## src/rtl/rwt_pkg.sv

```systemverilog
`timescale 1ns / 1ps
`default_nettype none
// ----------------------------------------------------------------------------
// rwt_pkg
// Shared sizes, request kinds, adder opcodes and sequencer states for the
// range window translator.
// ----------------------------------------------------------------------------
package rwt_pkg;

  localparam int WINDOWS   = 16;
  localparam int ADDR_BITS = 48;

  localparam int FIELD_W = 48;
  localparam int CFG_W   = 5;
  localparam int SLOT_W  = 4;

  localparam int IDX_W = (WINDOWS > 1) ? $clog2(WINDOWS) : 1;
  localparam int CNT_W = $clog2(WINDOWS + 1);
  localparam int UW    = (ADDR_BITS > FIELD_W) ? ADDR_BITS : FIELD_W;

  localparam logic KIND_LOAD  = 1'b0;
  localparam logic KIND_RANGE = 1'b1;

  typedef enum logic {
    ALU_ADD,
    ALU_SUB
  } alu_op_e;

  typedef struct packed {
    logic          carry;
    logic [UW-1:0] val;
  } alu_res_t;

  typedef enum logic [3:0] {
    ST_IDLE,
    ST_FETCH,
    ST_GAP,
    ST_MOFF,
    ST_MLEN,
    ST_CLIP,
    ST_START,
    ST_EMIT,
    ST_ACUR,
    ST_AREM,
    ST_TAIL
  } state_e;

endpackage
`default_nettype wire

```

## src/rtl/range_window_translator.sv

```systemverilog
`timescale 1ns / 1ps
`default_nettype none
// A load request is accepted while the sequencer is idle and writes its slot at once.
// A range request walks the windows in slot order on one shared adder and
// emits gap and mapped pieces per window, then any trailing piece, and waits
// while the output register is stalled. One request in flight at a time.
// Reset clears window_count and the sequencer; the window table is not cleared.
// ----------------------------------------------------------------------------
// range_window_translator
// Splits an address range along a table of translation windows and emits
// one translated or passed-through piece per output request.
// ----------------------------------------------------------------------------
module range_window_translator import rwt_pkg::*; (
  input  wire logic               clk_i,
  input  wire logic               rst_ni,
  // configuration
  input  wire logic               cfg_we_i,
  input  wire logic [CFG_W-1:0]   cfg_wdata_i,
  // input channel
  input  wire logic               in_valid_i,
  output logic                    in_stall_o,
  input  wire logic               kind_i,
  input  wire logic [SLOT_W-1:0]  entry_slot_i,
  input  wire logic [FIELD_W-1:0] dest_base_i,
  input  wire logic [FIELD_W-1:0] src_base_i,
  input  wire logic [FIELD_W-1:0] window_len_i,
  input  wire logic [FIELD_W-1:0] range_start_i,
  input  wire logic [FIELD_W-1:0] range_size_i,
  // output channel
  output logic                    out_valid_o,
  input  wire logic               out_stall_i,
  output logic [FIELD_W-1:0]      piece_start_o,
  output logic [FIELD_W-1:0]      piece_size_o,
  output logic                    piece_mapped_o,
  output logic                    last_piece_o
);

  // window table
  logic [ADDR_BITS-1:0] win_dest [WINDOWS];
  logic [ADDR_BITS-1:0] win_src  [WINDOWS];
  logic [ADDR_BITS-1:0] win_len  [WINDOWS];

  state_e               state_q, state_d;
  logic [CFG_W-1:0]     window_count_q;
  logic [CNT_W-1:0]     i_q, i_d;
  logic [ADDR_BITS-1:0] cur_q, cur_d;
  logic [FIELD_W-1:0]   rem_q, rem_d;
  logic [ADDR_BITS-1:0] s_q, len_q, dest_q;
  logic [ADDR_BITS-1:0] off_q, off_d;
  logic [UW-1:0]        t_q, t_d;
  logic [ADDR_BITS-1:0] ps_q, ps_d;
  logic                 mapped_q, mapped_d;
  logic                 last_q, last_d;

  logic                 out_valid_q, out_valid_d;
  logic [FIELD_W-1:0]   piece_start_q, piece_size_q;
  logic                 piece_mapped_q, last_piece_q;
  logic                 out_load;

  logic                 in_accept;
  logic                 load_req;
  logic [IDX_W-1:0]     slot_idx;
  logic [CNT_W-1:0]     eff_cnt;
  logic [CNT_W-1:0]     i_next;
  logic                 last_win;

  alu_op_e              alu_op;
  logic [UW-1:0]        alu_a, alu_b;
  alu_res_t             alu_res;

  rwt_alu u_alu (
    .op_i  (alu_op),
    .a_i   (alu_a),
    .b_i   (alu_b),
    .res_o (alu_res)
  );

  assign in_stall_o = (state_q != ST_IDLE);
  assign in_accept  = in_valid_i && !in_stall_o;
  assign load_req   = in_accept && (kind_i == KIND_LOAD);
  assign slot_idx   = IDX_W'(entry_slot_i);

  always_comb begin
    if (32'(window_count_q) > 32'(WINDOWS)) begin
      eff_cnt = CNT_W'(WINDOWS);
    end else begin
      eff_cnt = CNT_W'(window_count_q);
    end
  end

  assign i_next   = i_q + CNT_W'(1);
  assign last_win = (i_next >= eff_cnt);

  // configuration register
  always_ff @(posedge clk_i or negedge rst_ni) begin
    if (!rst_ni) begin
      window_count_q <= '0;
    end else if (cfg_we_i) begin
      window_count_q <= cfg_wdata_i;
    end
  end

  // table write and registered read
  always_ff @(posedge clk_i) begin
    if (load_req && (32'(entry_slot_i) < 32'(WINDOWS))) begin
      win_dest[slot_idx] <= ADDR_BITS'(dest_base_i);
      win_src[slot_idx]  <= ADDR_BITS'(src_base_i);
      win_len[slot_idx]  <= ADDR_BITS'(window_len_i);
    end
    if (state_q == ST_FETCH) begin
      s_q    <= win_src[i_q[IDX_W-1:0]];
      len_q  <= win_len[i_q[IDX_W-1:0]];
      dest_q <= win_dest[i_q[IDX_W-1:0]];
    end
  end

  // adder operand select
  always_comb begin
    alu_op = ALU_SUB;
    alu_a  = '0;
    alu_b  = '0;
    case (state_q)
      ST_GAP: begin
        alu_a = UW'(s_q);
        alu_b = UW'(cur_q);
      end
      ST_MOFF: begin
        alu_a = UW'(cur_q);
        alu_b = UW'(s_q);
      end
      ST_MLEN: begin
        alu_a = UW'(len_q);
        alu_b = UW'(off_q);
      end
      ST_CLIP, ST_AREM: begin
        alu_a = UW'(rem_q);
        alu_b = t_q;
      end
      ST_START: begin
        alu_op = ALU_ADD;
        alu_a  = UW'(dest_q);
        alu_b  = UW'(off_q);
      end
      ST_ACUR: begin
        alu_op = ALU_ADD;
        alu_a  = UW'(cur_q);
        alu_b  = t_q;
      end
      default: begin
        alu_op = ALU_SUB;
      end
    endcase
  end

  assign out_load = (state_q == ST_EMIT) && (!out_valid_q || !out_stall_i);

  // sequencer
  always_comb begin
    state_d  = state_q;
    i_d      = i_q;
    cur_d    = cur_q;
    rem_d    = rem_q;
    off_d    = off_q;
    t_d      = t_q;
    ps_d     = ps_q;
    mapped_d = mapped_q;
    last_d   = last_q;
    case (state_q)
      ST_IDLE: begin
        if (in_accept && (kind_i == KIND_RANGE)) begin
          cur_d = ADDR_BITS'(range_start_i);
          rem_d = range_size_i;
          i_d   = '0;
          if (range_size_i == '0) begin
            state_d = ST_IDLE;
          end else if (eff_cnt == '0) begin
            state_d = ST_TAIL;
          end else begin
            state_d = ST_FETCH;
          end
        end
      end
      ST_FETCH: begin
        state_d = ST_GAP;
      end
      ST_GAP: begin
        // gap below the window when src - cur is positive
        if (!alu_res.carry && (alu_res.val != '0)) begin
          t_d      = alu_res.val;
          mapped_d = 1'b0;
          state_d  = ST_CLIP;
        end else begin
          state_d = ST_MOFF;
        end
      end
      ST_MOFF: begin
        if (alu_res.carry) begin
          i_d     = i_next;
          state_d = last_win ? ST_TAIL : ST_FETCH;
        end else begin
          off_d   = ADDR_BITS'(alu_res.val);
          state_d = ST_MLEN;
        end
      end
      ST_MLEN: begin
        // exclusive end: offset must be strictly below the length
        if (alu_res.carry || (alu_res.val == '0)) begin
          i_d     = i_next;
          state_d = last_win ? ST_TAIL : ST_FETCH;
        end else begin
          t_d      = alu_res.val;
          mapped_d = 1'b1;
          state_d  = ST_CLIP;
        end
      end
      ST_CLIP: begin
        if (alu_res.carry) begin
          t_d = UW'(rem_q);
        end
        last_d  = alu_res.carry || (alu_res.val == '0);
        state_d = ST_START;
      end
      ST_START: begin
        ps_d    = mapped_q ? ADDR_BITS'(alu_res.val) : cur_q;
        state_d = ST_EMIT;
      end
      ST_TAIL: begin
        ps_d     = cur_q;
        t_d      = UW'(rem_q);
        mapped_d = 1'b0;
        last_d   = 1'b1;
        state_d  = ST_EMIT;
      end
      ST_EMIT: begin
        if (out_load) begin
          state_d = last_q ? ST_IDLE : ST_ACUR;
        end
      end
      ST_ACUR: begin
        cur_d   = ADDR_BITS'(alu_res.val);
        state_d = ST_AREM;
      end
      ST_AREM: begin
        rem_d = FIELD_W'(alu_res.val);
        // after a mapped piece move to the next window, after a gap try mapping
        if (mapped_q) begin
          i_d     = i_next;
          state_d = last_win ? ST_TAIL : ST_FETCH;
        end else begin
          state_d = ST_MOFF;
        end
      end
      default: begin
        state_d = ST_IDLE;
      end
    endcase
  end

  always_ff @(posedge clk_i or negedge rst_ni) begin
    if (!rst_ni) begin
      state_q <= ST_IDLE;
      i_q     <= '0;
    end else begin
      state_q <= state_d;
      i_q     <= i_d;
    end
  end

  always_ff @(posedge clk_i) begin
    cur_q    <= cur_d;
    rem_q    <= rem_d;
    off_q    <= off_d;
    t_q      <= t_d;
    ps_q     <= ps_d;
    mapped_q <= mapped_d;
    last_q   <= last_d;
  end

  // output register
  always_comb begin
    out_valid_d = out_valid_q && out_stall_i;
    if (out_load) begin
      out_valid_d = 1'b1;
    end
  end

  always_ff @(posedge clk_i or negedge rst_ni) begin
    if (!rst_ni) begin
      out_valid_q <= 1'b0;
    end else begin
      out_valid_q <= out_valid_d;
    end
  end

  always_ff @(posedge clk_i) begin
    if (out_load) begin
      piece_start_q  <= FIELD_W'(ps_q);
      piece_size_q   <= FIELD_W'(t_q);
      piece_mapped_q <= mapped_q;
      last_piece_q   <= last_q;
    end
  end

  assign out_valid_o    = out_valid_q;
  assign piece_start_o  = piece_start_q;
  assign piece_size_o   = piece_size_q;
  assign piece_mapped_o = piece_mapped_q;
  assign last_piece_o   = last_piece_q;

endmodule
`default_nettype wire

```

## src/rtl/rwt_alu.sv

```systemverilog
`timescale 1ns / 1ps
`default_nettype none
// ----------------------------------------------------------------------------
// rwt_alu
// Shared add/subtract unit; carry out doubles as the borrow on subtract.
// ----------------------------------------------------------------------------
module rwt_alu import rwt_pkg::*; (
  input  alu_op_e       op_i,
  input  logic [UW-1:0] a_i,
  input  logic [UW-1:0] b_i,
  output alu_res_t      res_o
);

  logic [UW:0] sum;

  always_comb begin
    case (op_i)
      ALU_ADD: sum = {1'b0, a_i} + {1'b0, b_i};
      ALU_SUB: sum = {1'b0, a_i} - {1'b0, b_i};
      default: sum = '0;
    endcase
  end

  assign res_o.carry = sum[UW];
  assign res_o.val   = sum[UW-1:0];

endmodule
`default_nettype wire
```

## config.mk

```make
export PLATFORM = sky130hd
export DESIGN_NAME = range_window_translator
export DESIGN_NICKNAME = d
export VERILOG_FILES = /design/src/rtl/rwt_pkg.sv /design/src/rtl/range_window_translator.sv /design/src/rtl/rwt_alu.sv
export SDC_FILE = /design/constraint.sdc
export NUM_CORES = 2
export LEC_CHECK = 0
export BUFFER_PORTS_ARGS = -buffer_cell sky130_fd_sc_hd__buf_2
export CAP_MARGIN = 20
export CORE_AREA = 3 3 432 434
export CTS_CLUSTER_SIZE = 10
export DETAILED_ROUTE_END_ITERATION = 16
export DIE_AREA = 0 0 435 437
export PLACE_DENSITY = 0.79
export SLEW_MARGIN = 20
export SYNTH_ARGS = -nofsm -noshare
export SYNTH_HDL_FRONTEND = slang
export SYNTH_SLANG_ARGS = --single-unit
```

## constraint.sdc

```tcl
create_clock -name clk_i -period 15.25 [get_ports clk_i]
set_clock_uncertainty 0.1 [all_clocks]
set_input_delay 0.7625 -clock clk_i [delete_from_list [all_inputs] [get_ports clk_i]]
set_output_delay 0.7625 -clock clk_i [all_outputs]
set_load 0.1 [all_outputs]
```

==> results.py <==
metrics = {
    "clock_network": {
        "clock_latency_ps": 970,
        "cts_inserted_buffers": 332,
        "ctsHoldBuffers": 24,
        "cts_num_sinks": 2803,
        "cts_buffer_depth": 4,
        "post_cts_buffers": 0,
        "clk_pin_slew_ps": 60,
        "cts.root.buffer_cell": "clkbuf_16",
        "h-tree-depth": 5,
        "cts_tree": "done",
        "cts_resized": 0,
    },
    "placement": {
        "dp_worst_setup_slack_ps": 5340,
        "gp_congestion": 0.996,
        "dp_hpwl_um": 197000,
        "place_inst": 9079,
        "port_buffers": 354,
    },
    "detailed_routing": {
        "vias": 67700,
        "drc": 0,
        "routed_wl_um": 338000,
        "drt_first_pass_iters": 7,
        "drt_iter0_drc": 10100,
        "wl_per_cell_um": 35.5,
        "vias_per_cell": 7.10,
        "drtAntennaViolNets": 0,
    },
    "synthesis": {
        "ys_types": 100,
        "ys_warn_count": 0,
        "async_flop_share_pct": 0.535,
        "synthTopCellsByArea": "edfxtp_1, mux4_2, mux2i_1",
        "yosysTopAreaCellShare_pct": 74.0,
        "ys_ff_latch": 2803,
        "synth_top_area_cell": "edfxtp_1",
        "ys.flop_type": "edfxtp_1",
        "synth_edf_count": 2788,
        "post_synth_instance_area_mm2": 0.113,
        "yosysSeqAreaShare_pct": 74.3,
        "avgSynthCellArea_um2": 17.3,
        "synth_cells": 6526,
        "syn_nets": 6837,
    },
    "sta": {
        "slew_violations": 0,
        "clock.fmax_mhz": 97.3,
        "hold_viol": 0,
        "fin_crit_sh_pct": 67.4,
        "worst_slack_ps": 4970,
        "rsz0062_at_grt": "false",
        "tns_ps": 0,
        "worst_pin_slew_ps": 1260,
        "max_slew_margin_pct": 16.1,
        "period_minus_slack_ps": 10280,
        "finalSetupViolations": 0,
    },
    "grt": {
        "grt_use_total_pct": 35.2,
        "grt_start_max_net_pins": 134,
        "grt_antenna_before_repair": 75,
        "grt_overflow": 0,
        "grt_pass1_wl_um": 476000,
        "first_global_vias": 65700,
    },
    "pwr": {
        "p_per_area_mw_per_mm2": 220,
        "peakVddDrop_v": 0.000193,
        "leakage_nw": 40.7,
    },
    "worst_setup_path": {
        "worst_ep_required_time_ps": 15720,
        "r2r_start": "state_q[2]",
        "r2r-end": "t_q[35]",
        "r2r_cells": 26,
        "crit_type": "reg2reg",
        "arrival_ps": 10750,
        "endpoint_kind": "flop",
        "r2r_setup_slack_ps": 4970,
        "crit_fanout": 56,
        "critPathLaunchType": "flop",
    },
    "floorplan": {
        "fp.dieArea_mm2": 0.190,
        "core_mm2": 0.183,
        "die_w_um": 435,
        "rows": 157,
        "die_h_um": 437,
        "io_pins": 355,
        "start_util_pct": 61.8,
    },
    "final_layout": {
        "final_common_cell": "edfxtp_1",
        "areaGrowthSynthToFinish_pct": 12.1,
        "drive_gt1_share_pct": 19.3,
        "nets": 7284,
        "stdcell_count": 9535,
        "fin_util_pct": 69.3,
        "most-common-layout-cells": "edfxtp_1, o21ai_0, nand2_1, mux2i_1, buf_2",
    },
    "hold_path": {
        "hold_class": "in2reg",
        "hold_path_end": "cur_q[20]",
        "hold_start": "range_start_i[20]",
        "hold-path-cell-count": 3,
    },
    "status": {
        "outcome": "complete, no violations",
    },
    "flow_run": {
        "drv_cap": 0,
    },
}
==> cells in the mapped netlist (all sizes together), types with 13 or more instances <==
library cell  number
a221oi           171
a222oi            48
a211oi            13
ha                55
a22oi            209
mux2             160
xor2              34
buf               95
mux4             288
nand4b            21
edfxtp          2788
o21ai            544
o211ai            13
a221o             27
clkbuf           280
a21oi            268
nor3              38
nand4             30
o21a              19
xnor2             45
inv               68
nand3             22
nand2b            16
nor4              21
mux2i            435
nand3b            34
nor2             100
a21o              17
dfrtp             15
nand2            490
==> worst max path at each step <==
stage,from,endpoint,slack [ps],cells past startpoint
finish,state_q[2],t_q[35],4970,26
CTS,state_q[2],t_q[35],5270,25
global placement,state_q[2],t_q[19],5520,25
global route,state_q[2],t_q[35],4680,26
floorplan,state_q[2],win_dest[0][0],2330,9
detailed placement,state_q[2],t_q[11],5340,25
==> power by group <==
group          total [mW]  leakage [nW]  switching (mW)  internal (mW)
clock network        6.75          4.30            2.79           3.96
logic                10.8          11.1            7.68           3.09
registers            10.4          25.3           0.706           9.69
total                27.9          40.7            11.2           16.7
==> critical path, cell delays in order, from the launching register on <==
cell     delay [ps]
dfrtp_2         790
buf_4           570
nor3b_2         210
or2_1           420
buf_4           320
a22oi_1         230
o21ai_0         180
or4_1           660
nor2b_1         340
nand3_1         310
nor2b_1         360
and2_1          400
a31oi_1         160
xor2_1          190
ha_1            470
nand4_1         340
nor3_1          500
nand2_1         180
a311o_1         340
and4_1          240
xor2_1          480
nand4_1         240
nor4_4          300
a41oi_4         280
o21ai_0         210
nand3_2         490
buf_4           480
==> state kept, by name (all words and copies together), names as in the netlist, 48 cells and up <==
| register | cells |
|---|---|
| win_dest | 768 |
| win_len | 768 |
| win_src | 768 |
| cur_q | 48 |
| dest_q | 48 |
| len_q | 48 |
| off_q | 48 |
| piece_size_o | 48 |
| piece_start_o | 48 |
| ps_q | 48 |
| rem_q | 48 |
| s_q | 48 |
| t_q | 48 |
==> stage by stage <==
stage                     power (mW)  area [um2]  hold WS [ps]
after floorplan                 16.6      113000           300
after global placement          20.9      118000           301
after detailed placement        20.9      118000           305
after CTS                       27.6      127000        0.0915
after global routing            28.8      127000          36.8
final                           27.9      127000          37.8
==> layer usage <==
layer,vias up,track usage (%),part of all wire [%]
li1,27300,-,-
met2,5213,53.8,47
met4,20,18.9,5.7
met5,-,0,0.039
met1,34300,47.8,36
met3,890,7.95,12
==> kinds of logic after synthesis <==
family / share of synthesized area (%)
xor gates and xnor gates: 0.612
muxes: 11.2
buffers and inverters: 1.60
adders and majority gates: 0.626
AOI/OAI and AO/OA: 8.08
DFF: 74.3
and+or+nand+nor: 3.55
==> layout make-up <==
cell class,instances,area (um2)
Sequential cell,2803,84100
Fill cell,11300,56300
Multi-Input combinational cell,3279,27500
Clock buffer,365,8640
Tap cell,2464,3080
Timing Repair Buffer,489,3020
Inverter,68,255
Antenna cell,56,140
Clock inverter,11,106
No activity file was read; power rests on OpenSTA's default activity.
